**config.mk**
```make
export PLATFORM = sky130hd
export DESIGN_NAME = bia_bit_find
export DESIGN_NICKNAME = d
export VERILOG_FILES = /design/src/rtl/bia_pkg.sv /design/src/rtl/bia_bit_find.sv
export SDC_FILE = /design/constraint.sdc
export NUM_CORES = 1
export LEC_CHECK = 0
export ABC_CLOCK_PERIOD_IN_PS = 800
export BUFFER_PORTS_ARGS = -buffer_cell sky130_fd_sc_hd__buf_2
export CAP_MARGIN = 20
export CORE_AREA = 2 2 39 41
export DETAILED_ROUTE_END_ITERATION = 12
export DIE_AREA = 0 0 41 43
export PLACE_DENSITY = 0.3
export SLEW_MARGIN = 5
export SYNTH_ARGS = -nofsm -noshare
export SYNTH_HDL_FRONTEND = slang
export SYNTH_SLANG_ARGS = --single-unit
```
**constraint.sdc**
```tcl
create_clock -name vclk -period 0.8
set_input_delay 0 -clock vclk [all_inputs]
set_output_delay 0 -clock vclk [all_outputs]
set_load 0.02 [all_outputs]
```
**src/rtl/bia_pkg.sv**
```systemverilog
// Shared types, constants and helpers of the bitmap id allocator.
// Used by the channel interfaces, the bitmap word RAM, the bit finder and the top level.
`default_nettype none

package bia_pkg;

   localparam int ID_COUNT    = 1024;
   localparam int WORD_BITS   = 8;
   localparam int ID_W        = 10;
   localparam int WORD_COUNT  = (ID_COUNT + WORD_BITS - 1) / WORD_BITS;
   localparam int WORD_IDX_W  = (WORD_COUNT > 1) ? $clog2(WORD_COUNT) : 1;
   localparam int BIT_IDX_W   = (WORD_BITS > 1) ? $clog2(WORD_BITS) : 1;
   localparam int LAST_WORD   = WORD_COUNT - 1;

   typedef logic [WORD_BITS-1:0]  word_type;
   typedef logic [WORD_IDX_W-1:0] word_idx_type;
   typedef logic [BIT_IDX_W-1:0]  bit_idx_type;
   typedef logic [ID_W-1:0]       id_type;

   typedef enum logic {
      OP_ALLOC = 1'b0,
      OP_FREE  = 1'b1
   } op_type;

   typedef enum logic [1:0] {
      ST_OK    = 2'd0,
      ST_FULL  = 2'd1,
      ST_RANGE = 2'd2
   } status_type;

   typedef enum logic [2:0] {
      S_IDLE,
      S_FREE,
      S_SCAN,
      S_DONE
   } state_type;

   // Bits of word w that stand for ids below ID_COUNT.
   function automatic word_type valid_mask(input word_idx_type w);
      longint first;
      word_type m;
      first = longint'(w) * longint'(WORD_BITS);
      for (int b = 0; b < WORD_BITS; b++) begin
         m[b] = ((first + longint'(b)) < longint'(ID_COUNT));
      end
      return m;
   endfunction

endpackage

`default_nettype wire

```
**src/rtl/bia_bit_find.sv**
```systemverilog
// Shared scan unit: finds the lowest free id bit of one bitmap word.
// Depends on bia_pkg for word and bit index types and the valid mask.
`default_nettype none

module bia_bit_find
   import bia_pkg::*;
(
   input  wire word_type     word,
   input  wire word_idx_type word_idx,
   output      logic         found,
   output      bit_idx_type  bit_idx
);

   word_type free_bits;

   assign free_bits = ~word & valid_mask(word_idx);
   assign found     = |free_bits;

   // Walk down so the lowest set bit wins.
   always_comb begin
      bit_idx = '0;
      for (int b = WORD_BITS - 1; b >= 0; b--) begin
         if (free_bits[b]) begin
            bit_idx = BIT_IDX_W'(b);
         end
      end
   end

endmodule

`default_nettype wire

```
==> results.md <==
* Residual DRC: 0
* transition time at the pin with the least slew margin: 140 ps
* DP Cell Count: 43
* global placer's final weighted congestion: 0.506
* share of post-route cells with drive strength above 1: 44.4%
* number of library cell types mapped by synthesis: 9
* worst vdd rail ir drop: 0.0330 mV
* final hold violation count: 0
* time the final worst path needs with I/O delays and setup: 633 ps
* capturing element type of the critical path: output pin
* initial detailed-routing violation count: 0
* count of mapped cells out of synthesis: 15
* max-slew violations: 0
* Routed Wire Length: 287 um
* GRT Total Usage: 2.90%
* number of resized instances in the post-cts repair step: 0
* total of hold buffers inserted after clock tree synthesis: 0
* critical path class: input port to output pin
* relative slew slack: 90.6%
* first-pass GRT wire length: 386 um
* kind of cell adding the most delay to the critical path: buffers and inverters
* floorplan die height: 43 um
* final setup violation count: 0
* Bufs and invs on worst path: 2
* area share of the largest cell type after synthesis: 25.4%
* slowest stage cell, crit path: buf_2
* maximum fanout along the worst path: 2
* number of antenna-violating nets in the routed design: 0
* count of non-filler cells in the finished layout: 43
* Max stage delay on crit path: 160 ps
* drt wl/cell: 6.67 um
* logic depth of the worst path, buffers included: 5
* Pleak: 0.0842 nW
* endpoint required time on the critical path: 800 ps
* Layout Utilization: 11.1%
* unrepaired setup endpoints after global routing: no
* Crit path top cell by count: buf_2
* Worst EP arrival: 630 ps
* Port Buf Inserts: 12
* effective utilization at floorplan: 5.33%
* sequential element share of the synthesized area: 0%
* netlist area before placement: 73.8 sq um
* Synthesis Warnings: 0
* number of antenna violations at the first check in global routing: 0
* hold path depth: 4
* Via density: 3.00
* number of nets in the synthesized netlist: 30
* remaining global-route overflow: 0
* Inserted Diodes: 0
* via count of the first global-routing pass: 100
* setup slack at placement: 156 ps
* capturing element of the worst setup path: bit_idx[0]
* worst-path cell chain: buf_2 > nand2b_1 > a21boi_1 > a41o_1 > buf_2
* area leader, netlist: nand2_1
* 1st-pass router iterations: 1
* area overhead of the layout relative to synthesis: 108%
* cell types with the largest area share after synthesis: nand2_1 25%, nor2_1 15%, a41o_1 14%
* worst hold-check path type: input port to output pin
* Worst Setup Start Kind: input port
* multi-input logic area: 70.1 sq um
* I/O pin cnt: 19
* fill cell count: 174
* Die ar.: 0.00176 sq mm
* mean area per synthesized cell: 4.92 sq um
* CLK BUF: 0
* maximum number of pins on one net before global-route repair: 4
* horizontal extent of the die: 41 um
* part of the cycle the worst path needs: 79.1%
* Std-Cell Rows: 14
* core box area: 0.00138 sq mm
* fmax: 1580 MHz
* total negative slack: 0 ps
* nets@finish: 44
* worst hold slack: 396 ps
* outcome: complete, no violations
* min setup slack post-route: 167 ps
* timing startpoint of the critical path: word[3]
* Vias: 129
* sequential cell count: 0
* PwrDens: 450 mW/mm^2
* post-CTS setup buffers: 0
* Sequential Area: 0 sq um
* max-cap check violation count: 0
cells in the final DEF (no fill, tap or decap):
cell	Yosys	final
nand2b_1	1	1
nor2_1	3	3
nand2_1	5	5
buf_2	0	12
a31oi_1	1	1
inv_1	1	1
nor3_1	1	1
o21ai_1	1	1
a41o_1	1	1
a21boi_1	1	1
metrics by stage:
stage               power [mW]  area [sq um]
floorplan               0.0339          73.8
CTS                     0.0710           154
finish                  0.0693           154
global placement        0.0715           154
global route            0.0770           154
detailed placement      0.0709           154
kinds of logic (layout without fill, tap and decap cells):
kind of cell	count (synthesis)	in the layout	share of synthesized area [%]
buf+inv	1	13	5.08
compound gates	4	4	39.0
simple gates	10	10	55.9
cells in the mapped netlist, drive strengths merged:
cell type and instances:
a21boi 1, a31oi 1, a41o 1, inv 1, nand2 5, nand2b 1
nor2 3, nor3 1, o21ai 1
report_power, final:
part / switching (mW) / leakage [nW] / internal, mW
sequential: 0 / 0 / 0
clock: 0 / 0 / 0
combinational: 0.0378 / 0.0842 / 0.0315
layout make-up:
class | instances | share of cell area, %
Inverter | 1 | 2.44
Tap cell | 16 | 13.0
Multi-Input combinational cell | 14 | 45.5
Timing Repair Buffer | 12 | 39.0
worst min path at each step:
stage	from	end	slack [ps]
2_1_floorplan	word[0]	bit_idx[1]	170
3_3_place_gp	word[4]	bit_idx[0]	410
3_5_place_dp	word[1]	bit_idx[1]	400
4_1_cts	word[1]	bit_idx[1]	400
5_1_grt	word[1]	bit_idx[1]	430
6_report	word[0]	bit_idx[1]	400
layer usage:
layer / part of all wire [%] / vias up / GRT usage (%)
met3: 18 / 0 / 0.524
met1: 35 / 46 / 3.48
met2: 46 / 7 / 5.31
met4: 0 / 0 / 0
met5: 0 / - / 0
li1: - / 76 / -
Power figures use the tool's default switching activity.
