--- src/rtl/bia_pkg.sv ---
// Shared types, constants and helpers of the bitmap id allocator.
// Used by the channel interfaces, the bitmap word RAM, the bit finder and the top level.
`default_nettype none

package bia_pkg;

   localparam int ID_COUNT    = 1024;
   localparam int WORD_BITS   = 8;
   localparam int ID_W        = 10;
   localparam int WORD_COUNT  = (ID_COUNT + WORD_BITS - 1) / WORD_BITS;
   localparam int WORD_IDX_W  = (WORD_COUNT > 1) ? $clog2(WORD_COUNT) : 1;
   localparam int BIT_IDX_W   = (WORD_BITS > 1) ? $clog2(WORD_BITS) : 1;
   localparam int LAST_WORD   = WORD_COUNT - 1;

   typedef logic [WORD_BITS-1:0]  word_type;
   typedef logic [WORD_IDX_W-1:0] word_idx_type;
   typedef logic [BIT_IDX_W-1:0]  bit_idx_type;
   typedef logic [ID_W-1:0]       id_type;

   typedef enum logic {
      OP_ALLOC = 1'b0,
      OP_FREE  = 1'b1
   } op_type;

   typedef enum logic [1:0] {
      ST_OK    = 2'd0,
      ST_FULL  = 2'd1,
      ST_RANGE = 2'd2
   } status_type;

   typedef enum logic [2:0] {
      S_IDLE,
      S_FREE,
      S_SCAN,
      S_DONE
   } state_type;

   // Bits of word w that stand for ids below ID_COUNT.
   function automatic word_type valid_mask(input word_idx_type w);
      longint first;
      word_type m;
      first = longint'(w) * longint'(WORD_BITS);
      for (int b = 0; b < WORD_BITS; b++) begin
         m[b] = ((first + longint'(b)) < longint'(ID_COUNT));
      end
      return m;
   endfunction

endpackage

`default_nettype wire

--- src/rtl/bia_word_ram.sv ---
// Bitmap word memory: one write port, one registered read port.
// Per-word valid bits make every word read as all-free after reset. Depends on bia_pkg.
`default_nettype none

module bia_word_ram
   import bia_pkg::*;
(
   input  wire logic         clock,
   input  wire logic         reset,
   input  wire logic         rd_en,
   input  wire word_idx_type rd_addr,
   output      word_type     rd_data,
   input  wire logic         wr_en,
   input  wire word_idx_type wr_addr,
   input  wire word_type     wr_data
);

   word_type                mem_ff [WORD_COUNT];
   logic [WORD_COUNT-1:0]   written_ff;
   word_type                rd_data_ff;

   always_ff @(posedge clock) begin
      if (reset) begin
         written_ff <= '0;
      end else if (wr_en) begin
         written_ff[wr_addr] <= 1'b1;
      end
   end

   always_ff @(posedge clock) begin
      if (wr_en) begin
         mem_ff[wr_addr] <= wr_data;
      end
   end

   // Words never written since reset read as all clear.
   always_ff @(posedge clock) begin
      if (rd_en) begin
         rd_data_ff <= written_ff[rd_addr] ? mem_ff[rd_addr] : '0;
      end
   end

   assign rd_data = rd_data_ff;

endmodule

`default_nettype wire

--- config.mk ---
export PLATFORM = sky130hd
export DESIGN_NAME = bia_word_ram
export DESIGN_NICKNAME = d
export VERILOG_FILES = /design/src/rtl/bia_pkg.sv /design/src/rtl/bia_word_ram.sv
export SDC_FILE = /design/constraint.sdc
export NUM_CORES = 1
export LEC_CHECK = 0
export BUFFER_PORTS_ARGS = -buffer_cell sky130_fd_sc_hd__buf_2
export CORE_ASPECT_RATIO = 0.7
export CORE_MARGIN = 5
export CORE_UTILIZATION = 40
export CTS_CLUSTER_SIZE = 24
export DETAILED_ROUTE_END_ITERATION = 6
export GPL_TIMING_DRIVEN = 0
export SKIP_CTS_REPAIR_TIMING = 1
export SLEW_MARGIN = 40
export SYNTH_ARGS = -nofsm -noshare
export SYNTH_HDL_FRONTEND = slang
export SYNTH_SLANG_ARGS = --single-unit
--- constraint.sdc ---
create_clock -name clock -period 4.28 [get_ports clock]
set_input_delay 0.856 -clock clock [delete_from_list [all_inputs] [get_ports clock]]
set_output_delay 0.856 -clock clock [all_outputs]
set_load 0.005 [all_outputs]
==> impl_metrics.toml <==
[global_route]
overflow = 0
grt_pass1_wl_mm = 182
grt_util_all_layers_pct = 22.2
antenna_found_initial = 14
grt_pass1_vias = 23400
grt_start_max_net_pins = 88

[clock_network]
cts_root_buf = "clkbuf_16"
cts-buffers-inserted = 104
cts.sinks = 1160
htree_levels = 3
clk_latency_ns = 0.71
cts_max_path_buffers = 3
clk_pin_slew_worst_paths_ns = 0.07
cts_tree = "built"

[cells_and_area]
areaGrowthSynthToFinish_pct = 13.2
final_cells = 3953
utilization_pct = 45.6
final_nets = 2432
drive_above_1_share_pct = 28.2
fin_area_um2 = 50500

[floorplanning]
dieArea_um2 = 118000
rows = 102
die_w_um = 409
pin_count = 34
start_util_pct = 40.3
die-height_um = 289
coreArea_um2 = 111000

[placement]
gp_congestion = 0.987
dpl.cell_count = 3756
io_buffers = 25
placed_cell_area_um2 = 47200
pre_cts_ws_ns = -0.600
dp_hpwl_mm = 91.0

[worst_setup_path]
end_kind = "flip-flop"
crit_fanout = 10
path_buf_inv = 5
rrSetupSlack_ns = 1.31
critical_path_depth = 10
cp_slowest_cell = "nor3_1"
cp-start-kind = "primary input"
worstSetupStartpoint = "rd_addr[1]"
path_class = "primary input to flip-flop"
critPathCapture = "rd_data[4]"
crit_path_frequent_cell = "buf_4"
reg2reg_from = "written_ff[39]"
reg2reg_depth = 7
cp_slowest_stage_delay_ns = 0.78
path_delay_family = "buffers and inverters"
cp_data_arrival_time_ns = 4.79
crit_chain = "buf_4, buf_6, buf_4, clkbuf_2, buf_2, mux4_2, mux2i_1, o22ai_1, nor3_1, a221oi_2"
worstReg2RegEnd = "rd_data[6]"
worstPathRequired_ns = 4.69

[timing]
slew_headroom_pct = 34.3
worst_pin_slew_ns = 0.986
rsz0062_at_grt = "no"
post-route-period-util_pct = 102
finalSetupViolCount = 2
fin_ws_ns = -0.0992
post-route-min-period_ns = 4.38
skew_ns = 0.0292
fmax_ghz = 0.228
drv_slew = 0
whs_ns = 0.468
hold_viol = 0

[synth]
synth_top_area_share_pct = 69.5
synthTopCellsByArea = "edfxtp_1 (69%), mux4_2 (14%), dfxtp_1 (5.7%)"
synth-edff-count = 1032
synth_area_per_cell_um2 = 19.7
async_reset_ff_share_pct = 0
synth_top_area_cell = "edfxtp_1"
syn_area_um2 = 44600
synthFlopType = "edfxtp_1"
ys_ff_latch = 1160
synth_nets = 2293
synth_commonest_cells = "edfxtp_1 (1032), nor2_1 (390), mux4_2 (286), dfxtp_1 (128), a22oi_1 (76)"
synthDistinctLibCells = 48
synth_cells = 2267
ys_seq_area_share_pct = 75.2
synth_warnings = 0
synth.most_common_cell = "edfxtp_1"

[job]
cap_violations = 0

[worst_hold_path]
hp-class = "flip-flop to flip-flop"

[detailed_routing]
first_iter_violations = 3726
postRouteWirelength_mm = 132
vias = 24000
route.detailed.drc = 7
viasPerCell = 6.06
ant_nets = 0
avgRoutedWirePerCell_um = 33.3
firstDrtPassIters = 7

[pwr]
power_density_nw_per_um2 = 452
vdd_ir_drop_max_mv = 0.366
p_leak_nw = 15.7

[run_status]
violations = "design-rule violations, negative setup slack"
outcome = "complete, but fails checks"
[worst min-delay path, delay by kind of cell, from the launching register on]
family	cells	cell delay (ns)
simple gates	2	0.11
flops	1	0.32
[sequential cells by signal, indices dropped and copies added (netlist names)]
| signal | cells |
|---|---|
| mem_ff | 1024 |
| rd_data | 8 |
| written_ff | 128 |
[metal layers]
layer / GRT usage, % / routed length [µm] / vias up
li1: - / - / 9478
met1: 32.6 / 55900 / 12800
met2: 30.2 / 53000 / 1466
met3: 9.01 / 18100 / 261
met4: 6.74 / 4600 / 6
met5: 0.361 / 85 / -
[stage by stage]
stage,power [mW],setup TNS (ns)
floorplan,13.2,0
global placement,13.8,-7.26
detailed placement,13.9,-3.50
CTS,22.9,0
global route,23.4,0
finish,22.8,-0.125
[how the worst min path moves through the flow]
| stage | from | slack, ns | end | cells past startpoint |
|---|---|---|---|---|
| after floorplan | written_ff[101] | 0.43 | written_ff[101] | 2 |
| after global placement | written_ff[33] | 0.44 | written_ff[33] | 2 |
| after global routing | rd_en | 0.47 | rd_data[4] | 1 |
| after CTS | rd_en | 0.45 | rd_data[4] | 1 |
| final | written_ff[84] | 0.47 | written_ff[84] | 2 |
| after detailed placement | written_ff[84] | 0.45 | written_ff[84] | 2 |
[kinds of logic after synthesis]
family	synth area share, %
AO/OA/AOI/OAI	2.89
buffers and inverters	1.77
flip-flops	75.2
multiplexers	15.8
AND/OR/NAND/NOR	4.37
[cells in the final DEF (no fill, tap or decap), types with 7 or more instances in the layout]
cell type,instances
buf_12,7
mux4_2,286
nor2b_1,10
clkbuf_2,32
nor2_2,124
a31oi_1,7
mux4_1,14
clkinv_1,19
diode_2,7
buf_4,20
buf_2,42
nand2_1,25
nand3_1,9
nor2_1,266
edfxtp_1,1032
bufinv_16,7
o22ai_1,9
mux2i_1,22
buf_6,13
dfxtp_1,128
clkinv_2,19
nor3_1,18
clkbuf_1,61
a21oi_1,42
a22oi_1,76
clkbuf_16,106
buf_16,8
[where the power goes]
part	leakage (nW)	internal [mW]	total, mW	switching (mW)
Sequential	10.3	12.4	12.4	0.0119
Clock	1.59	5.02	9.12	4.09
Combinational	3.75	0.425	1.32	0.896
[cell type report]
type / count / area [µm²]
multi-input cells: 976 / 10600
inverters: 4 / 15.0
plain buffers: 127 / 820
clock inverters: 48 / 427
well taps: 1456 / 1820
fillers: 9257 / 60200
clock buffers: 142 / 2820
flip-flops and latches: 1160 / 33600
repair buffers: 33 / 418
diodes: 7 / 17.5
(Power assumes the default switching activity.)
